**src/design/sca_pkg.sv**
```systemverilog
// Shared types, widths and constants for the sensor calibrate and average block.
// Used by every module of the block; depends on nothing.
`timescale 1ns / 1ps
`default_nettype none

package sca_pkg;

   localparam int DATA_W       = 16;
   localparam int TEMP_RAW_W   = 11;
   localparam int HUMID_RAW_W  = 10;
   localparam int CAL_RAW_W    = 12;
   localparam int PROD_W       = 28;
   localparam int FRAC_BITS    = 12;
   localparam int ELAPSED_W    = 16;

   localparam int WINDOW_DEPTH_DEF = 3;

   localparam int FAST_PERIOD   = 1000;
   localparam int SLOW_PERIOD   = 2000;
   localparam int PERIOD_FACTOR = 2;

   localparam logic [ELAPSED_W-1:0] FAST_LIMIT = ELAPSED_W'(PERIOD_FACTOR * FAST_PERIOD);
   localparam logic [ELAPSED_W-1:0] SLOW_LIMIT = ELAPSED_W'(PERIOD_FACTOR * SLOW_PERIOD);

   localparam logic CMD_TICK  = 1'b0;
   localparam logic CMD_RESET = 1'b1;

   localparam int CSR_ADDR_W = 5;
   localparam int CSR_DATA_W = 32;
   localparam int REG_IDX_W  = CSR_ADDR_W - 2;

   localparam logic [REG_IDX_W-1:0] REG_SLEEP_STEP   = 3'd0;
   localparam logic [REG_IDX_W-1:0] REG_MODEL_FAST   = 3'd1;
   localparam logic [REG_IDX_W-1:0] REG_TEMP_GAIN    = 3'd2;
   localparam logic [REG_IDX_W-1:0] REG_TEMP_OFFSET  = 3'd3;
   localparam logic [REG_IDX_W-1:0] REG_HUMID_GAIN   = 3'd4;
   localparam logic [REG_IDX_W-1:0] REG_HUMID_OFFSET = 3'd5;

   localparam logic signed [DATA_W-1:0] GAIN_UNITY = 16'sd4096;

   typedef struct packed {
      logic [ELAPSED_W-1:0]     sleep_step;
      logic                     model_is_fast;
      logic signed [DATA_W-1:0] temp_gain;
      logic signed [DATA_W-1:0] temp_offset;
      logic signed [DATA_W-1:0] humid_gain;
      logic signed [DATA_W-1:0] humid_offset;
   } csr_cfg_type;

endpackage

`default_nettype wire

```
**src/design/sca_csr.sv**
```systemverilog
// Configuration register file behind an APB-style port.
// Depends on sca_pkg for the register map and the configuration struct.
`timescale 1ns / 1ps
`default_nettype none

module sca_csr
   import sca_pkg::*;
(
   input  wire logic                  clock,
   input  wire logic                  reset,
   input  wire logic                  csr_psel,
   input  wire logic                  csr_penable,
   input  wire logic                  csr_pwrite,
   input  wire logic [CSR_ADDR_W-1:0] csr_paddr,
   input  wire logic [CSR_DATA_W-1:0] csr_pwdata,
   output logic      [CSR_DATA_W-1:0] csr_prdata,
   output logic                       csr_pready,
   output csr_cfg_type                cfg
);

   csr_cfg_type           cfg_ff;
   csr_cfg_type           cfg_in;
   logic [REG_IDX_W-1:0]  index;
   logic                  write_en;

   assign index      = csr_paddr[CSR_ADDR_W-1:2];
   assign csr_pready = 1'b1;
   assign write_en   = csr_psel & csr_penable & csr_pwrite & csr_pready;
   assign cfg        = cfg_ff;

   always_comb begin
      cfg_in = cfg_ff;
      if (write_en) begin
         unique case (index)
            REG_SLEEP_STEP:   cfg_in.sleep_step    = csr_pwdata[ELAPSED_W-1:0];
            REG_MODEL_FAST:   cfg_in.model_is_fast = csr_pwdata[0];
            REG_TEMP_GAIN:    cfg_in.temp_gain     = csr_pwdata[DATA_W-1:0];
            REG_TEMP_OFFSET:  cfg_in.temp_offset   = csr_pwdata[DATA_W-1:0];
            REG_HUMID_GAIN:   cfg_in.humid_gain    = csr_pwdata[DATA_W-1:0];
            REG_HUMID_OFFSET: cfg_in.humid_offset  = csr_pwdata[DATA_W-1:0];
            default:          cfg_in = cfg_ff;
         endcase
      end
   end

   always_comb begin
      unique case (index)
         REG_SLEEP_STEP:   csr_prdata = CSR_DATA_W'(cfg_ff.sleep_step);
         REG_MODEL_FAST:   csr_prdata = CSR_DATA_W'(cfg_ff.model_is_fast);
         REG_TEMP_GAIN:    csr_prdata = CSR_DATA_W'(unsigned'(cfg_ff.temp_gain));
         REG_TEMP_OFFSET:  csr_prdata = CSR_DATA_W'(unsigned'(cfg_ff.temp_offset));
         REG_HUMID_GAIN:   csr_prdata = CSR_DATA_W'(unsigned'(cfg_ff.humid_gain));
         REG_HUMID_OFFSET: csr_prdata = CSR_DATA_W'(unsigned'(cfg_ff.humid_offset));
         default:          csr_prdata = '0;
      endcase
   end

   always_ff @(posedge clock) begin
      if (reset) begin
         cfg_ff.sleep_step    <= '0;
         cfg_ff.model_is_fast <= 1'b1;
         cfg_ff.temp_gain     <= GAIN_UNITY;
         cfg_ff.temp_offset   <= '0;
         cfg_ff.humid_gain    <= GAIN_UNITY;
         cfg_ff.humid_offset  <= '0;
      end else begin
         cfg_ff <= cfg_in;
      end
   end

endmodule

`default_nettype wire

```
**src/design/sca_cal.sv**
```systemverilog
// Shared calibration unit: registered gain multiply, then shift, offset add and saturate.
// Depends on sca_pkg for the operand and product widths.
`timescale 1ns / 1ps
`default_nettype none

module sca_cal
   import sca_pkg::*;
(
   input  wire logic                        clock,
   input  wire logic signed [DATA_W-1:0]    gain,
   input  wire logic signed [CAL_RAW_W-1:0] raw,
   input  wire logic signed [DATA_W-1:0]    offset,
   output logic signed      [DATA_W-1:0]    result
);

   logic signed [PROD_W-1:0] product_ff;
   logic signed [PROD_W-1:0] product_in;
   logic signed [DATA_W-1:0] offset_ff;
   logic signed [DATA_W-1:0] shifted;
   logic signed [DATA_W:0]   total;

   assign product_in = PROD_W'(gain) * PROD_W'(raw);
   assign shifted    = product_ff[PROD_W-1:FRAC_BITS];
   assign total      = {shifted[DATA_W-1], shifted} + {offset_ff[DATA_W-1], offset_ff};

   always_comb begin
      if (total[DATA_W] != total[DATA_W-1]) begin
         result = total[DATA_W] ? {1'b1, {(DATA_W-1){1'b0}}} : {1'b0, {(DATA_W-1){1'b1}}};
      end else begin
         result = total[DATA_W-1:0];
      end
   end

   always_ff @(posedge clock) begin
      product_ff <= product_in;
      offset_ff  <= offset;
   end

endmodule

`default_nettype wire

```
**src/design/sca_div.sv**
```systemverilog
// Bit-serial restoring divider: signed window sum over fill count, truncated toward zero.
// Depends on sca_pkg for the result width.
`timescale 1ns / 1ps
`default_nettype none

module sca_div
   import sca_pkg::*;
#(
   parameter int SUM_W  = 19,
   parameter int FILL_W = 2
) (
   input  wire logic                    clock,
   input  wire logic                    reset,
   input  wire logic                    start,
   input  wire logic signed [SUM_W-1:0] dividend,
   input  wire logic [FILL_W-1:0]       divisor,
   output logic                         done,
   output logic signed [DATA_W-1:0]     quotient
);

   localparam int CNT_W = $clog2(SUM_W + 1);

   logic [SUM_W-1:0]  quo_ff, quo_in;
   logic [FILL_W-1:0] rem_ff, rem_in;
   logic [FILL_W-1:0] den_ff;
   logic              neg_ff;
   logic [CNT_W-1:0]  count_ff, count_in;
   logic              done_ff, done_in;
   logic [SUM_W-1:0]  magnitude;
   logic [FILL_W:0]   rem_shift;
   logic              fits;
   logic [SUM_W-1:0]  signed_quo;

   assign magnitude  = dividend[SUM_W-1] ? (~dividend + 1'b1) : dividend;
   assign rem_shift  = {rem_ff, quo_ff[SUM_W-1]};
   assign fits       = rem_shift >= {1'b0, den_ff};
   assign signed_quo = neg_ff ? (~quo_ff + 1'b1) : quo_ff;
   assign quotient   = signed_quo[DATA_W-1:0];
   assign done       = done_ff;

   always_comb begin
      quo_in   = quo_ff;
      rem_in   = rem_ff;
      count_in = count_ff;
      done_in  = 1'b0;
      if (start) begin
         quo_in   = magnitude;
         rem_in   = '0;
         count_in = CNT_W'(SUM_W);
      end else if (count_ff != '0) begin
         quo_in   = {quo_ff[SUM_W-2:0], fits};
         rem_in   = fits ? FILL_W'(rem_shift - {1'b0, den_ff}) : rem_shift[FILL_W-1:0];
         count_in = count_ff - 1'b1;
         done_in  = (count_ff == CNT_W'(1));
      end
   end

   always_ff @(posedge clock) begin
      if (reset) begin
         count_ff <= '0;
         done_ff  <= 1'b0;
      end else begin
         count_ff <= count_in;
         done_ff  <= done_in;
      end
   end

   always_ff @(posedge clock) begin
      quo_ff <= quo_in;
      rem_ff <= rem_in;
      if (start) begin
         den_ff <= divisor;
         neg_ff <= dividend[SUM_W-1];
      end
   end

endmodule

`default_nettype wire

```
**src/design/sensor_calibrate_average.sv**
```systemverilog
// Sensor calibrate and average: a non-sampling word goes to the done state after accept.
// A sampling word is calibrated, pushed into the window and averaged, SUM_W = 17+clog2(WINDOW_DEPTH),
// with the bit-serial divider run once per channel. The next word is taken the cycle after
// the result is loaded; a waiting result does not block the sequencer until its final step.
// Synchronous reset: registers to defaults, timer and window fill to zero, response valid cleared.
// Depends on sca_pkg, sca_csr, sca_cal and sca_div.
`timescale 1ns / 1ps
`default_nettype none

module sensor_calibrate_average
   import sca_pkg::*;
#(
   parameter int WINDOW_DEPTH = WINDOW_DEPTH_DEF
) (
   input  wire logic                          clock,
   input  wire logic                          reset,
   input  wire logic                          req_valid,
   output logic                               req_stall,
   input  wire logic                          req_command,
   input  wire logic signed [TEMP_RAW_W-1:0]  req_temp_raw,
   input  wire logic [HUMID_RAW_W-1:0]        req_humid_raw,
   input  wire logic                          req_reading_valid,
   output logic                               rsp_valid,
   input  wire logic                          rsp_stall,
   output logic                               rsp_updated,
   output logic                               rsp_error,
   output logic signed [DATA_W-1:0]           rsp_temp_out,
   output logic signed [DATA_W-1:0]           rsp_humid_out,
   input  wire logic                          csr_psel,
   input  wire logic                          csr_penable,
   input  wire logic                          csr_pwrite,
   input  wire logic [CSR_ADDR_W-1:0]         csr_paddr,
   input  wire logic [CSR_DATA_W-1:0]         csr_pwdata,
   output logic      [CSR_DATA_W-1:0]         csr_prdata,
   output logic                               csr_pready
);

   localparam int FILL_W = $clog2(WINDOW_DEPTH + 1);
   localparam int SLOT_W = (WINDOW_DEPTH > 1) ? $clog2(WINDOW_DEPTH) : 1;
   localparam int SUM_W  = DATA_W + $clog2(WINDOW_DEPTH) + 1;

   localparam logic [3:0] ST_IDLE      = 4'd0;
   localparam logic [3:0] ST_MUL_T     = 4'd1;
   localparam logic [3:0] ST_MUL_H     = 4'd2;
   localparam logic [3:0] ST_PUSH      = 4'd3;
   localparam logic [3:0] ST_DIV_T_GO  = 4'd4;
   localparam logic [3:0] ST_DIV_T_RUN = 4'd5;
   localparam logic [3:0] ST_DIV_H_GO  = 4'd6;
   localparam logic [3:0] ST_DIV_H_RUN = 4'd7;
   localparam logic [3:0] ST_DONE      = 4'd8;

   csr_cfg_type cfg;

   logic [3:0]                     state_ff, state_in;
   logic [ELAPSED_W-1:0]           elapsed_ff, elapsed_in;
   logic [FILL_W-1:0]              fill_ff, fill_in;
   logic [SLOT_W-1:0]              slot_ff, slot_in;
   logic signed [SUM_W-1:0]        sum_t_ff, sum_t_in;
   logic signed [SUM_W-1:0]        sum_h_ff, sum_h_in;
   logic signed [DATA_W-1:0]       temp_held_ff, temp_held_in;
   logic signed [DATA_W-1:0]       humid_held_ff, humid_held_in;
   logic                           upd_ff, upd_in;
   logic                           err_ff, err_in;
   logic signed [TEMP_RAW_W-1:0]   temp_raw_ff;
   logic [HUMID_RAW_W-1:0]         humid_raw_ff;
   logic                           rsp_valid_ff, rsp_valid_in;
   logic                           rsp_updated_ff;
   logic                           rsp_error_ff;
   logic signed [DATA_W-1:0]       rsp_temp_ff;
   logic signed [DATA_W-1:0]       rsp_humid_ff;

   logic signed [DATA_W-1:0]       temp_win [WINDOW_DEPTH];
   logic signed [DATA_W-1:0]       humid_win [WINDOW_DEPTH];

   logic                           accept;
   logic                           load_rsp;
   logic                           full;
   logic                           sample;
   logic [ELAPSED_W-1:0]           limit;
   logic [ELAPSED_W-1:0]           elapsed_base;
   logic [ELAPSED_W:0]             elapsed_sum;
   logic                           temp_we;
   logic                           humid_we;
   logic signed [DATA_W-1:0]       old_t;
   logic signed [DATA_W-1:0]       old_h;

   logic signed [DATA_W-1:0]       cal_gain;
   logic signed [CAL_RAW_W-1:0]    cal_raw;
   logic signed [DATA_W-1:0]       cal_offset;
   logic signed [DATA_W-1:0]       cal_y;
   logic signed [SUM_W-1:0]        cal_y_ext;

   logic                           div_start;
   logic signed [SUM_W-1:0]        div_dividend;
   logic                           div_done;
   logic signed [DATA_W-1:0]       div_quotient;

   sca_csr u_csr (
      .clock       (clock),
      .reset       (reset),
      .csr_psel    (csr_psel),
      .csr_penable (csr_penable),
      .csr_pwrite  (csr_pwrite),
      .csr_paddr   (csr_paddr),
      .csr_pwdata  (csr_pwdata),
      .csr_prdata  (csr_prdata),
      .csr_pready  (csr_pready),
      .cfg         (cfg)
   );

   sca_cal u_cal (
      .clock  (clock),
      .gain   (cal_gain),
      .raw    (cal_raw),
      .offset (cal_offset),
      .result (cal_y)
   );

   sca_div #(
      .SUM_W  (SUM_W),
      .FILL_W (FILL_W)
   ) u_div (
      .clock    (clock),
      .reset    (reset),
      .start    (div_start),
      .dividend (div_dividend),
      .divisor  (fill_ff),
      .done     (div_done),
      .quotient (div_quotient)
   );

   assign req_stall     = (state_ff != ST_IDLE);
   assign accept        = req_valid & ~req_stall;
   assign rsp_valid     = rsp_valid_ff;
   assign rsp_updated   = rsp_updated_ff;
   assign rsp_error     = rsp_error_ff;
   assign rsp_temp_out  = rsp_temp_ff;
   assign rsp_humid_out = rsp_humid_ff;

   assign load_rsp     = (state_ff == ST_DONE) & (~rsp_valid_ff | ~rsp_stall);
   assign full         = (fill_ff == FILL_W'(WINDOW_DEPTH));
   assign limit        = cfg.model_is_fast ? FAST_LIMIT : SLOW_LIMIT;
   assign sample       = (elapsed_ff >= limit);
   assign elapsed_base = sample ? '0 : elapsed_ff;
   assign elapsed_sum  = {1'b0, elapsed_base} + {1'b0, cfg.sleep_step};
   assign old_t        = temp_win[slot_ff];
   assign old_h        = humid_win[slot_ff];
   assign cal_y_ext    = {{(SUM_W-DATA_W){cal_y[DATA_W-1]}}, cal_y};
   assign temp_we      = (state_ff == ST_MUL_H);
   assign humid_we     = (state_ff == ST_PUSH);

   always_comb begin
      if (state_ff == ST_MUL_T) begin
         cal_gain   = cfg.temp_gain;
         cal_raw    = {temp_raw_ff[TEMP_RAW_W-1], temp_raw_ff};
         cal_offset = cfg.temp_offset;
      end else begin
         cal_gain   = cfg.humid_gain;
         cal_raw    = {{(CAL_RAW_W-HUMID_RAW_W){1'b0}}, humid_raw_ff};
         cal_offset = cfg.humid_offset;
      end
   end

   assign div_start    = (state_ff == ST_DIV_T_GO) | (state_ff == ST_DIV_H_GO);
   assign div_dividend = (state_ff == ST_DIV_H_GO) ? sum_h_ff : sum_t_ff;

   always_comb begin
      state_in      = state_ff;
      elapsed_in    = elapsed_ff;
      fill_in       = fill_ff;
      slot_in       = slot_ff;
      sum_t_in      = sum_t_ff;
      sum_h_in      = sum_h_ff;
      temp_held_in  = temp_held_ff;
      humid_held_in = humid_held_ff;
      upd_in        = upd_ff;
      err_in        = err_ff;
      rsp_valid_in  = rsp_valid_ff & rsp_stall;
      unique case (state_ff)
         ST_IDLE: begin
            if (accept) begin
               state_in = ST_DONE;
               upd_in   = 1'b0;
               err_in   = 1'b0;
               if (req_command == CMD_RESET) begin
                  elapsed_in = '0;
                  fill_in    = '0;
                  slot_in    = '0;
                  sum_t_in   = '0;
                  sum_h_in   = '0;
                  if (req_reading_valid) begin
                     upd_in   = 1'b1;
                     state_in = ST_MUL_T;
                  end else begin
                     err_in        = 1'b1;
                     temp_held_in  = '0;
                     humid_held_in = '0;
                  end
               end else begin
                  elapsed_in = elapsed_sum[ELAPSED_W] ? '1 : elapsed_sum[ELAPSED_W-1:0];
                  if (sample && req_reading_valid) begin
                     upd_in   = 1'b1;
                     state_in = ST_MUL_T;
                  end else if (sample) begin
                     err_in = 1'b1;
                  end
               end
            end
         end
         ST_MUL_T: begin
            state_in = ST_MUL_H;
         end
         ST_MUL_H: begin
            sum_t_in = sum_t_ff + cal_y_ext
                     - (full ? {{(SUM_W-DATA_W){old_t[DATA_W-1]}}, old_t} : '0);
            state_in = ST_PUSH;
         end
         ST_PUSH: begin
            sum_h_in = sum_h_ff + cal_y_ext
                     - (full ? {{(SUM_W-DATA_W){old_h[DATA_W-1]}}, old_h} : '0);
            slot_in  = (slot_ff == SLOT_W'(WINDOW_DEPTH - 1)) ? '0 : slot_ff + 1'b1;
            if (!full) begin
               fill_in = fill_ff + 1'b1;
            end
            state_in = ST_DIV_T_GO;
         end
         ST_DIV_T_GO: begin
            state_in = ST_DIV_T_RUN;
         end
         ST_DIV_T_RUN: begin
            if (div_done) begin
               temp_held_in = div_quotient;
               state_in     = ST_DIV_H_GO;
            end
         end
         ST_DIV_H_GO: begin
            state_in = ST_DIV_H_RUN;
         end
         ST_DIV_H_RUN: begin
            if (div_done) begin
               humid_held_in = div_quotient;
               state_in      = ST_DONE;
            end
         end
         ST_DONE: begin
            if (load_rsp) begin
               rsp_valid_in = 1'b1;
               state_in     = ST_IDLE;
            end
         end
         default: begin
            state_in = ST_IDLE;
         end
      endcase
   end

   always_ff @(posedge clock) begin
      if (reset) begin
         state_ff      <= ST_IDLE;
         elapsed_ff    <= '0;
         fill_ff       <= '0;
         slot_ff       <= '0;
         sum_t_ff      <= '0;
         sum_h_ff      <= '0;
         temp_held_ff  <= '0;
         humid_held_ff <= '0;
         upd_ff        <= 1'b0;
         err_ff        <= 1'b0;
         rsp_valid_ff  <= 1'b0;
      end else begin
         state_ff      <= state_in;
         elapsed_ff    <= elapsed_in;
         fill_ff       <= fill_in;
         slot_ff       <= slot_in;
         sum_t_ff      <= sum_t_in;
         sum_h_ff      <= sum_h_in;
         temp_held_ff  <= temp_held_in;
         humid_held_ff <= humid_held_in;
         upd_ff        <= upd_in;
         err_ff        <= err_in;
         rsp_valid_ff  <= rsp_valid_in;
      end
   end

   always_ff @(posedge clock) begin
      if (accept) begin
         temp_raw_ff  <= req_temp_raw;
         humid_raw_ff <= req_humid_raw;
      end
      if (load_rsp) begin
         rsp_updated_ff <= upd_ff;
         rsp_error_ff   <= err_ff;
         rsp_temp_ff    <= temp_held_ff;
         rsp_humid_ff   <= humid_held_ff;
      end
   end

   always_ff @(posedge clock) begin
      if (temp_we) begin
         temp_win[slot_ff] <= cal_y;
      end
      if (humid_we) begin
         humid_win[slot_ff] <= cal_y;
      end
   end

endmodule

`default_nettype wire
```
**config.mk**
```make
export PLATFORM = sky130hd
export DESIGN_NAME = sensor_calibrate_average
export DESIGN_NICKNAME = d
export VERILOG_FILES = /design/src/design/sca_pkg.sv /design/src/design/sca_csr.sv /design/src/design/sca_cal.sv /design/src/design/sca_div.sv /design/src/design/sensor_calibrate_average.sv
export SDC_FILE = /design/constraint.sdc
export NUM_CORES = 1
export LEC_CHECK = 0
export BUFFER_PORTS_ARGS = -buffer_cell sky130_fd_sc_hd__buf_2
export CAP_MARGIN = 20
export CORE_ASPECT_RATIO = 1.75
export CORE_UTILIZATION = 55
export DETAILED_ROUTE_END_ITERATION = 6
export PLACE_DENSITY = 0.73
export SETUP_SLACK_MARGIN = 0.3
export SLEW_MARGIN = 30
export SYNTH_ARGS = -nofsm -noshare
export SYNTH_HDL_FRONTEND = slang
export SYNTH_HIERARCHICAL = 1
export SYNTH_SLANG_ARGS = --single-unit
```
**constraint.sdc**
```tcl
create_clock -name clock -period 11.7 [get_ports clock]
set_input_delay 0.585 -clock clock [delete_from_list [all_inputs] [get_ports clock]]
set_output_delay 0.585 -clock clock [all_outputs]
set_load 0.02 [all_outputs]
```
# After elaboration in Yosys (flattened, before gate mapping)
# Memories as Yosys holds them, arrays and structs flattened. A register that Yosys moved wholly into a read port is not among the register bits.
# Index checks and enable logic that the tools add are counted.
# word_totals
n_memories,2
reg_bits,307
output_inout_bits,69
ramBits,96
elab_cells,172
inputBits,67
# memory_table
memory,words,word_bits,rd,rd_ports_with_merged_regs,wr,line,rtl
humid_win,3,16,1,1,1,sensor_calibrate_average.sv:73,logic signed [DATA_W-1:0] humid_win [WINDOW_DEPTH];
temp_win,3,16,1,1,1,sensor_calibrate_average.sv:72,logic signed [DATA_W-1:0] temp_win [WINDOW_DEPTH];
# op_classes
magnitude_cmp,2
mux,61
n_addsub,12
bitwise,13
n_reduce_logical,25
mul,1
n_eq_ne,24
# ops
operator,count
16-bit two-way mux,12
19-bit two-way mux,8
16-bit case mux with 6 select lines,1
19-bit case mux with 2 select lines,2
16-bit case mux with 2 select lines,2
19-bit adder,2
19-bit subtractor,2
4-bit case mux with 9 select lines,1
16-bit by 16-bit adder with 17-bit output,2
16-bit by 12-bit multiplier with 28-bit output,1
4-bit two-way mux,7
12-bit two-way mux,2
19-bit by 1-bit adder with 19-bit output (second input constant),1
19-bit NOT,1
2-bit two-way mux,9
16-bit by 1-bit adder with 16-bit output (second input constant),1
4-bit by 3-bit equality test with 1-bit output (second input constant),4
16-bit by 12-bit >= comparator with 1-bit output,1
16-bit NOT,1
2-bit AND reduction,7
1-bit two-way mux,13
5-bit two-way mux,2
2-bit inequality test (second input constant),5
5-bit AND reduction,2
other kinds (28),49

# Longest topological paths before layout
# Gate-level depths: netlist (run 1).
# depth
depth_word,7
ltp_mapped,27
mapped_depth_nobuf,22

# Hierarchy
# Netlist (run 1), hierarchy kept.
# modules_own_cells
mod,cells_per_inst,n_inst,area_per_inst_um2,seq_area_each_um2
sensor_calibrate_average,1386,1,13877.1,6516.2
sca_cal,931,1,8300.5,640.6
sca_csr,409,1,3995.1,1621.6
sca_div,238,1,2115.8,820.8

# Least setup slack after synthesis (run 1)
# No wires, ideal clock.
# synth_path
kind,register to register
start,register state_ff[3]
end,register u_cal.product_ff[27]
path_stages_with_launch,26
synth_period_minus_slack_ps,6479
required_time_ps,11628
setup_ps,72
n_path_buf,5
arrival_time_ps,6407
setup_slack_ps,5221
cell_sequence,dfxtp_1 clkbuf_2 buf_2 nor2_1 and3_1 clkbuf_1 buf_2 and2_1 inv_1 clkbuf_1 nor2_1 fa_1 fa_1 fa_1 fa_1 inv_1 fa_1 inv_1 ha_1 a21oi_2 o21ai_2 o41ai_1 o21ai_1 a311o_1 a31oi_1 xnor2_1
# synth_between
elab_chain_len,3
word_cells_on_any_way,4
classes_between,mul: 1; eq/ne: 1; mux: 2
# synth_rtl
item,line,rtl
start: declaration,sensor_calibrate_average.sv:54,"logic [3:0] state_ff, state_in;"
start signal: assignment,sensor_calibrate_average.sv:271,state_ff <= state_in;
4-bit by 1-bit equality test with 1-bit output,sensor_calibrate_average.sv:153,if (state_ff == ST_MUL_T) begin
12-bit two-way mux,sensor_calibrate_average.sv:153,
net cal_raw[10],sensor_calibrate_average.sv:88,logic signed [CAL_RAW_W-1:0] cal_raw;
16-bit by 12-bit multiplier with 28-bit output,sca_cal.sv:22,assign product_in = PROD_W'(gain) * PROD_W'(raw);
net u_cal.product_in[27],sca_cal.sv:17,logic signed [PROD_W-1:0] product_in;
end signal: assignment,sca_cal.sv:35,product_ff <= product_in;
end: declaration,sca_cal.sv:16,logic signed [PROD_W-1:0] product_ff;
# The timed path passes the listed nets, and every way through them passes these cells.
# A chain may end at the register's enable or synchronous reset.

# Worst setup path after layout (run 1)
# Ends and elaborated chain as after synthesis.

==> results.md, run 1 <==
Detailed routing:
- In the routed design, unresolved DRC markers number 0.
- The detailed router finished its first iteration with 1081 violations.
- The antenna violation net count after detailed routing is 0.
- The via density per instance is 5.69.
- After detailed routing, the average wire length per cell comes to 18.5 µm.
- The number of vias in the routed layout is 20900.
- For this run, the detailed router's first-pass iteration total came to 5.
- The total length of routed wires is 68300 µm.

Synthesis:
- The gate count after technology mapping is 2964.
- The most used flip-flop cell after synthesis is sky130_fd_sc_hd__dfxtp_1.
- The async set-or-reset flop fraction in the synthesized netlist is 0.
- The count of distinct cell types in the synthesized netlist is 107.
- The synthesized area is 28300 µm².
- The sequential area share after synthesis is 0.339.
- The share of the synthesized area in compound gates (AO/OA/AOI/OAI) is 0.117.
- In this run, synthesis inferred 173 flip-flops with an integrated enable.
- Of the total synthesized cell area, the portion taken by XOR and XNOR cells is 0.0297.
- The average instance in the mapped netlist occupies 9.54 µm².
- The adder-cell area share of the yosys netlist is 0.214.
- The portion of synthesized area spent on multiplexers is 0.0616.
- The number of storage elements in the synthesis netlist is 393.
- The largest family of logic cells by synthesized area is adder cells.
- The basic-gate share of the synthesized area counting and, or, nand and nor cells is 0.161.
- The number of warnings issued by yosys is 6.

Flow run:
- Across the run, the number of max-cap violations was 0.

Finish:
- The fraction of layout instances using a drive strength above 1 is 0.0945.
- The number of filler cells placed in the layout is 4302.
- The area used by sequential logic in the layout is 9600 µm².
- Compared with the post-synthesis result, the final layout area differs by 7.90%.
- Measured on the finished design, the core utilization comes to 0.603.
- The total number of nets in the final design is 3405.
- In the final layout, the multi-input gates occupy 16600 µm².

Power:
- The share of total power dissipated in sequential elements is 0.342.
- The analysis attributes to net switching a power of 1.85 mW.
- Of the total power, combinational logic draws 0.396.
- The power per standard cell area is 160 nW/µm².
- The proportion of total power due to net switching is 0.378.
- VDD sags by at most 0.000126 V.
- The internal power is 3.04 mW.
- For this design the static power due to leakage is 13.1 nW.
- The relative contribution of the clock network to total power is 0.262.

Floorplanning:
- The die area is 52400 µm².
- For this configuration, the core starts out at a cell density of 0.559.
- The number of ports placed on the die boundary is 136.
- The width of the chip is 173 µm.
- The initialized floorplan defines 109 standard-cell rows.
- The die outline height is 302 µm.
- The core footprint is 50600 µm².

Critical path:
- The most frequent cell on the critical path is sky130_fd_sc_hd__fa_1.
- The critical path runs through a total of 22 cells.
- The kind of capture point of the worst setup path is a flip-flop.
- The critical path contains buffers and inverters numbering 5 combined.
- On the worst path, the slowest cell contributes a delay of 0.79 ns.
- In this design, the largest share of critical-path delay is due to adder cells.
- The largest fanout on the critical path is 43.
- Traced cell by cell, the critical path runs through nor2_1 -> and3_2 -> buf_4 -> and2_1 -> buf_4 -> inv_1 -> nor2_1 -> fa_1 -> fa_1 -> fa_1 -> fa_1 -> inv_1 -> fa_1 -> inv_1 -> ha_1 -> a211o_1 -> a211o_1 -> a31oi_1 -> nand2_1 -> a311o_1 -> a31oi_1 -> xnor2_1.
- The startpoint-to-endpoint class of the critical path is flip-flop to flip-flop.
- For the worst setup path, the data required time is 12.18 ns.
- The signal arrival time at the worst endpoint is 7.92 ns.
- The critical path launch point type is a flip-flop.
- For the worst flop-to-flop path, the logic depth is 22.
- For this design, the slowest cell found on the critical path is sky130_fd_sc_hd__dfxtp_1.

STA:
- Counting I/O delays and the setup requirement, the final critical path takes 7.44 ns.
- Measured against its own limit, the worst slew margin works out to 0.339.
- On the final layout, the worst hold slack is 0.205 ns.
- The aggregate negative setup slack is 0 ns.
- Setup repair after global routing left no endpoint under its margin.
- The final worst clock skew is 0.0340 ns.
- The final number of max-transition violations is 0.
- The final number of setup-violating endpoints is 0.
- Based on the critical path, the design can be clocked at up to 134 MHz.
- For the pin with the worst max-slew slack, the measured transition is 0.980 ns.
- In the finished design, the share of the clock period the worst path needs comes to 0.636.
- The final-report hold violation count is 0.

Global route:
- The total routing usage reported by global routing is 0.266.
- The via count of the first global-routing pass came to 22200.
- The first global-routing pass estimated 111000 µm of wire.
- After global routing the overflow that remains totals 0.
- The initial antenna violation count was 2.
- Entering global routing, the biggest net connects 106 pins.

Clocking:
- TritonCTS created 37 clock buffers.
- The number of buffers added to fix hold violations after cts is 0.
- CTS placed an instance of sky130_fd_sc_hd__clkbuf_16 at the clock tree root.
- The number of clock sinks seen by CTS is 393.
- TritonCTS built the clock tree.
- The CTS H-tree depth is 2.
- The post-cts sizing count is 0.
- The clock transition at the register clock pins on the worst setup and hold paths after CTS is 0.07 ns.
- The number of buffers inserted by post-CTS setup repair is 0.
- The clock tree buffer depth is 3.
- For the worst-skew pair, the clock arrives at the later sink with an insertion delay of 0.56 ns.

Placed design:
- The quantity of I/O buffers inserted on ports is 100.
- The global placer's final weighted congestion is 0.924.
- The final HPWL from detailed placement is 54100 µm.

Worst hold path:
- Along the worst hold path, the cell count comes to 1.
- The type of the worst min-delay path is input port to flip-flop.

Status:
- The flow ran to the end, and the final reports show no timing, DRC or antenna violations.
[kinds of logic (layout without fill, tap and decap cells)]
group	count (synthesis)	after routing
AND/OR/NAND/NOR	892	892
buffers and inverters	541	575
AO/OA/AOI/OAI	516	516
flip-flops	393	393
adder cells (fa/ha/maj)	356	356
multiplexers	167	167
XOR/XNOR	96	96
other	3	22
[worst paths after layout]
check                           slack [ns]                      endpoint                           from
worst max-delay path                  4.26  u_cal/product_ff[27]$_DFF_P_       state_ff[3]$_SDFFE_PP0P_
worst min-delay path                  0.21      temp_raw_ff[3]$_DFFE_PP_                req_temp_raw[3]
worst max register to register        4.26  u_cal/product_ff[27]$_DFF_P_       state_ff[3]$_SDFFE_PP0P_
worst min register to register        0.43    rsp_humid_out[1]$_DFFE_PP_  humid_held_ff[1]$_SDFFE_PP0P_
[layer usage]
layer,GRT usage,share of wire
met3,0.0259,0.035
met1,0.255,0.34
met4,0.167,0.063
met5,0,0.00013
met2,0.533,0.56
[cells in the final DEF, fill, tap and decap left out, drive strengths merged, types with 7 or more instances in the layout]
cell,instances
dfxtp,220
mux2i,119
nand2,317
or3,17
xnor2,73
fa,214
nor3b,8
nand4,23
nand2b,104
or4,7
edfxtp,173
mux2,47
inv,393
and2,109
nor2,143
o221ai,15
nor2b,27
a211oi,14
a21o,21
ha,137
clkbuf,44
buf,118
xor2,23
o31ai,14
o21a,18
o21ai,163
a22oi,45
a21oi,139
o211ai,15
nor3,38
nand3,46
and3,13
conb,21
clkinv,10
nor4,9
[state kept, by name (all words and copies together), names as in the netlist, 4 cells and up, named ones only]
signal / cells
sum_h_ff: 19
temp_held_ff: 16
rsp_temp_out: 16
state_ff: 4
elapsed_ff: 16
temp_raw_ff: 11
humid_win: 48
humid_raw_ff: 10
humid_held_ff: 16
sum_t_ff: 19
u_csr/cfg: 81
temp_win: 48
rsp_humid_out: 16
u_cal/offset_ff: 16
u_div/quo_ff: 19
u_div/count_ff: 5
u_cal/product_ff: 16
[synth_stat cells, types with 5 or more instances]
| cell type | instances | area [µm²] |
|---|---|---|
| sky130_fd_sc_hd__nand4_1 | 21 | 131 |
| sky130_fd_sc_hd__or4_1 | 7 | 52.6 |
| sky130_fd_sc_hd__xnor2_1 | 73 | 639 |
| sky130_fd_sc_hd__nand3b_1 | 6 | 45.0 |
| sky130_fd_sc_hd__nor2_1 | 142 | 533 |
| sky130_fd_sc_hd__o221ai_1 | 15 | 131 |
| sky130_fd_sc_hd__a21o_1 | 21 | 158 |
| sky130_fd_sc_hd__o21a_1 | 18 | 135 |
| sky130_fd_sc_hd__inv_1 | 387 | 1450 |
| sky130_fd_sc_hd__a211oi_1 | 13 | 97.6 |
| sky130_fd_sc_hd__o31ai_1 | 14 | 105 |
| sky130_fd_sc_hd__or3_1 | 15 | 93.8 |
| sky130_fd_sc_hd__o21ai_1 | 30 | 150 |
| sky130_fd_sc_hd__nand2b_1 | 104 | 651 |
| sky130_fd_sc_hd__nand3_1 | 45 | 225 |
| sky130_fd_sc_hd__a31oi_1 | 6 | 37.5 |
| sky130_fd_sc_hd__o21ai_0 | 129 | 646 |
| sky130_fd_sc_hd__o211ai_1 | 14 | 105 |
| sky130_fd_sc_hd__edfxtp_1 | 173 | 5190 |
| sky130_fd_sc_hd__or2_2 | 5 | 31.3 |
| sky130_fd_sc_hd__nand2_1 | 315 | 1180 |
| sky130_fd_sc_hd__a22oi_1 | 45 | 338 |
| sky130_fd_sc_hd__xor2_1 | 23 | 201 |
| sky130_fd_sc_hd__nor2b_1 | 27 | 169 |
| sky130_fd_sc_hd__and2_1 | 109 | 682 |
| sky130_fd_sc_hd__ha_1 | 137 | 1710 |
| sky130_fd_sc_hd__buf_1 | 5 | 18.8 |
| sky130_fd_sc_hd__mux2i_1 | 119 | 1190 |
| sky130_fd_sc_hd__buf_4 | 21 | 158 |
| sky130_fd_sc_hd__fa_1 | 214 | 4280 |
| sky130_fd_sc_hd__maj3_2 | 5 | 56.3 |
| sky130_fd_sc_hd__mux2_2 | 46 | 518 |
| sky130_fd_sc_hd__clkbuf_1 | 95 | 357 |
| sky130_fd_sc_hd__a21oi_1 | 136 | 681 |
| sky130_fd_sc_hd__a211o_1 | 6 | 52.6 |
| sky130_fd_sc_hd__nor3_1 | 35 | 175 |
| sky130_fd_sc_hd__buf_2 | 25 | 125 |
| sky130_fd_sc_hd__nor3b_1 | 6 | 45.0 |
| sky130_fd_sc_hd__and4_1 | 5 | 43.8 |
| sky130_fd_sc_hd__and3_1 | 13 | 81.3 |
| sky130_fd_sc_hd__dfxtp_1 | 220 | 4400 |
| sky130_fd_sc_hd__nor4_1 | 7 | 43.8 |
[per-stage QoR]
| step | setup slack [ns] | instance area, µm² | power (mW) | cells |
|---|---|---|---|---|
| final | 4.26 | 30500 | 4.90 | 3683 |
| after global routing | 3.89 | 30500 | 5.17 | 3683 |
| after CTS | 4.32 | 30400 | 4.89 | 3679 |
| after detailed placement | 4.34 | 29100 | 3.60 | 3611 |
| after global placement | 4.45 | 29100 | 3.53 | 3609 |
| after floorplan | 5.22 | 28400 | 3.14 | 2982 |
[power by group through the flow]
stage | logic, mW | registers [mW] | clock network, mW
3_3_place_gp | 1.83 | 1.70 | 0
6_report | 1.94 | 1.67 | 1.28
4_1_cts | 1.91 | 1.67 | 1.30
2_1_floorplan | 1.46 | 1.68 | 0
3_5_place_dp | 1.90 | 1.70 | 0
5_1_grt | 2.14 | 1.68 | 1.35
[layout make-up]
cell class	count	area share
clock inverters	24	0.00976
flip-flops and latches	393	0.315
repair buffers	118	0.0219
inverters	389	0.0478
multi-input cells	2048	0.545
clock buffers	44	0.0332
diodes	1	0.0000820
well taps	666	0.0273
No activity file was read; power rests on OpenSTA's default activity.
==> run 2: changes to the inputs <==
==> constraint.sdc (replaced) <==
create_clock -name clock -period 7.72 [get_ports clock]
set_input_delay 0.386 -clock clock [delete_from_list [all_inputs] [get_ports clock]]
set_output_delay 0.386 -clock clock [all_outputs]
set_load 0.02 [all_outputs]
==> run 2 against run 1 <==
  * Power rose by 52%
  * Sequential share of layout area fell by 0.30 points
  * Fmax rose by 4.0%
  * Worst setup slack got worse by 3.7 ns
  * Clock power rose by 52%
  * Register-to-register slack got worse by 3.7 ns
  * Die area did not move
  * Design area rose by 0.96%
  * Via count rose by 0.91%
  * Non-clock buffer count rose by 32
  * Core utilization rose by 0.58 points
  * Largest cell class unchanged
  * Largest power group unchanged
==> results.md, run 2 (same netlist as run 1, synthesis figures left out) <==
Status:
- The run finished with clean final reports.

Critical path:
- The largest incremental delay on the critical path was 0.55 ns (-0.24 ns).
- The critical path required time was 8.19 ns (-3.99 ns).
- The critical path launch point type is a flip-flop.
- The critical path goes through inv_1 -> and3_4 -> buf_4 -> mux2_2 -> and2_1 -> fa_1 -> fa_1 -> fa_1 -> fa_1 -> inv_1 -> fa_1 -> inv_1 -> ha_1 -> a211o_1 -> a211o_1 -> a31oi_1 -> nand2_1 -> a311o_1 -> a31oi_1 -> xnor2_1.
- The largest fanout on the critical path is 27 (-37%).
- The startpoint-to-endpoint class of the critical path is flip-flop to flip-flop.
- The signal arrival time at the worst endpoint is 7.63 ns (-0.29 ns).
- The kind of capture point of the worst setup path is a flip-flop.
- The most frequent cell on the critical path is sky130_fd_sc_hd__fa_1.
- Among all stages on the critical path, the largest delay is contributed by sky130_fd_sc_hd__fa_1.

STA:
- The final-report hold violation count is 0 (unchanged).
- The least setup slack across all paths after layout is 0.562 ns (-3.70 ns).
- The aggregate negative setup slack is 0 ns (unchanged).
- The portion of the clock cycle consumed by the worst path in the final layout is 0.927 (+0.291).
- The slew at the pin closest to its max-slew limit is 1.00 ns (+0.0206 ns).
- The headroom to the max-slew limit is 0.330 (-0.00929).
- The final number of max-transition violations came to 0 (unchanged).
- The maximum operating frequency is 140 MHz (+4.0%).
- The final number of setup-violating endpoints is 0 (unchanged).
- Setup repair after global routing left no endpoint under its margin.
- The time the worst path needs with I/O delays and setup came to 7.16 ns (-0.284 ns).
- The final worst clock skew is 0.0337 ns (-0.000363 ns).

Global route:
- The total routing usage reported by global routing is 0.275 (+0.00879).
- The wire length of the first global-routing pass was 114000 µm (+2.7%).
- The initial antenna violation count is 2 (unchanged).
- The via count of the first global-routing pass is 22400 (+0.89%).
- The pin count of the biggest net entering global routing is 106 (unchanged).
- The global route total overflow was 0 (unchanged).

Power:
- The peak supply drop is 0.000188 V (+49%).
- The total leakage power is 13.2 nW (+1.2%).
- The power per standard cell area is 241 nW/µm² (+50%).

Placed design:
- The final HPWL from detailed placement is 55700 µm (+3.0%).
- The quantity of I/O buffers inserted on ports came to 100 (unchanged).
- The global placer's final weighted congestion is 0.972 (+5.2%).
- The pre-CTS setup slack came to 0.529 ns (-3.82 ns).

Clocking:
- The number of buffers created by CTS is 37 (unchanged).
- The number of clock sinks seen by CTS is 393 (unchanged).
- The CTS tree is built.
- The number of buffers inserted by post-CTS setup repair is 0 (unchanged).
- CTS placed an instance of sky130_fd_sc_hd__clkbuf_16 at the clock tree root.
- The clock tree buffer depth is 3 (unchanged).
- The clock transition at the register clock pins on the worst setup and hold paths after CTS is 0.06 ns (about the same).
- The source-to-sink clock delay at the later pin of the worst-skew pair was 0.57 ns (about the same).
- The CTS H-tree depth is 2 (unchanged).

Floorplanning:
- The die area came to 52400 µm² (unchanged).
- The core footprint came to 50600 µm² (unchanged).
- The number of ports placed on the die boundary is 136 (unchanged).
- The width of the chip was 173 µm (unchanged).
- The die outline height is 302 µm (unchanged).
- The standard-cell row count is 109 (unchanged).
- The effective utilization at floorplan is 0.559 (unchanged).

Finish:
- In the layout the commonest cells are sky130_fd_sc_hd__inv_1, sky130_fd_sc_hd__nand2_1, sky130_fd_sc_hd__dfxtp_1.
- Leaving out fill and tap cells, the most frequent cell in the layout is sky130_fd_sc_hd__inv_1.
- The relative area change from synthesis to final layout is 8.93%.
- The total number of nets in the final design is 3437 (+0.94%).
- The flip-flop count of the largest register after layout was 81 (unchanged).
- The fraction of layout instances using a drive strength above 1 came to 0.0975 (+0.00298).

Detailed routing:
- The routed length per placed instance is 19.0 µm (+2.5%).
- The post-detailed-route DRC marker count came to 0 (unchanged).
- The antenna violation net count after detailed routing is 0 (unchanged).
- The length of the first detailed-routing pass in iterations is 5 (unchanged).
- The number of DRC violations after detailed-routing iteration 0 was 1037 (-4.1%).
- The total length of routed wires is 70600 µm (+3.4%).
- The via density per instance was 5.69 (about the same).
- The number of vias in the routed layout is 21100 (+0.91%).

Flow run:
- The max-capacitance violation count came to 0 (unchanged).

Worst hold path:
- The type of the worst min-delay path is input port to flip-flop.
==> run 2: cell types whose count changed in the layout (fill, tap and decap cells not counted), moves of 2 or more <==
cell                            before  now
sky130_fd_sc_hd__buf_4              15   25
sky130_fd_sc_hd__clkinv_1            5    1
sky130_fd_sc_hd__clkinvlp_2          3    0
sky130_fd_sc_hd__dlygate4sd3_1       0   21
sky130_fd_sc_hd__clkinvlp_4          3    1
sky130_fd_sc_hd__diode_2             1    3
sky130_fd_sc_hd__clkinv_2            0    6
sky130_fd_sc_hd__clkbuf_8            2    5
sky130_fd_sc_hd__inv_4               0    2
==> run 2: area by class of cell <==
cell class / instances / area (µm²)
Clock inverter: 20 / 267
Timing Repair Buffer: 150 / 966
Clock buffer: 47 / 1030
Fill cell: 4230 / 19800
Sequential cell: 393 / 9600
Antenna cell: 3 / 7.51
Inverter: 389 / 1460
Multi-Input combinational cell: 2048 / 16600
Tap cell: 666 / 833
==> run 2: path summary, 6_finish.rpt <==
path	start	to	slack [ns]	cells past startpoint
setup reg to reg	state_ff[2]$_SDFFE_PP0P_	u_cal/product_ff[27]$_DFF_P_	0.56	20
hold reg to reg	humid_held_ff[15]$_SDFFE_PP0P_	rsp_humid_out[15]$_DFFE_PP_	0.43	0
setup / recovery	state_ff[2]$_SDFFE_PP0P_	u_cal/product_ff[27]$_DFF_P_	0.56	20
hold / removal	rsp_stall	rsp_valid$_SDFF_PP0_	0.12	3
==> run 2: routing by layer <==
layer | part of all wire | track usage
met5 | 0 | 0
met4 | 0.068 | 0.183
met3 | 0.032 | 0.0261
met2 | 0.56 | 0.551
met1 | 0.34 | 0.260
==> run 2: critical path, delay by kind of cell, from the launching register on <==
| kind | cells | cell delay (ns) |
|---|---|---|
| xor gates and xnor gates | 1 | 0.14 |
| muxes | 1 | 0.52 |
| DFF | 1 | 0.46 |
| adders and majority gates | 6 | 2.81 |
| and+or+nand+nor | 3 | 0.82 |
| buffers and inverters | 4 | 0.79 |
| AOI/OAI and AO/OA | 5 | 1.50 |
==> run 2: where the power goes <==
| part | switching, mW | internal [mW] | total [mW] |
|---|---|---|---|
| clock | 0.832 | 1.10 | 1.94 |
| sequential | 0.110 | 2.42 | 2.53 |
| combinational | 1.86 | 1.11 | 2.97 |
| total | 2.80 | 4.63 | 7.43 |
==> run 2: through the flow <==
stage | std cells | utilization | area, µm² | power [mW] | hold WS [ns]
after global placement | 3620 | 0.577 | 29200 | 5.37 | 0.414
after global routing | 3713 | 0.609 | 30800 | 7.86 | 0.152
after detailed placement | 3622 | 0.577 | 29200 | 5.46 | 0.416
after floorplan | 2982 | - | 28400 | 4.76 | 0.408
after CTS | 3710 | 0.607 | 30700 | 7.42 | 0.109
final | 3716 | 0.609 | 30800 | 7.43 | 0.122
==> run 2: timing repair <==
item                       CTS  global route
gates resized for setup      0             1
hold buffers                21             0
hold endpoints to repair    21             0
setup endpoints to repair    0             7
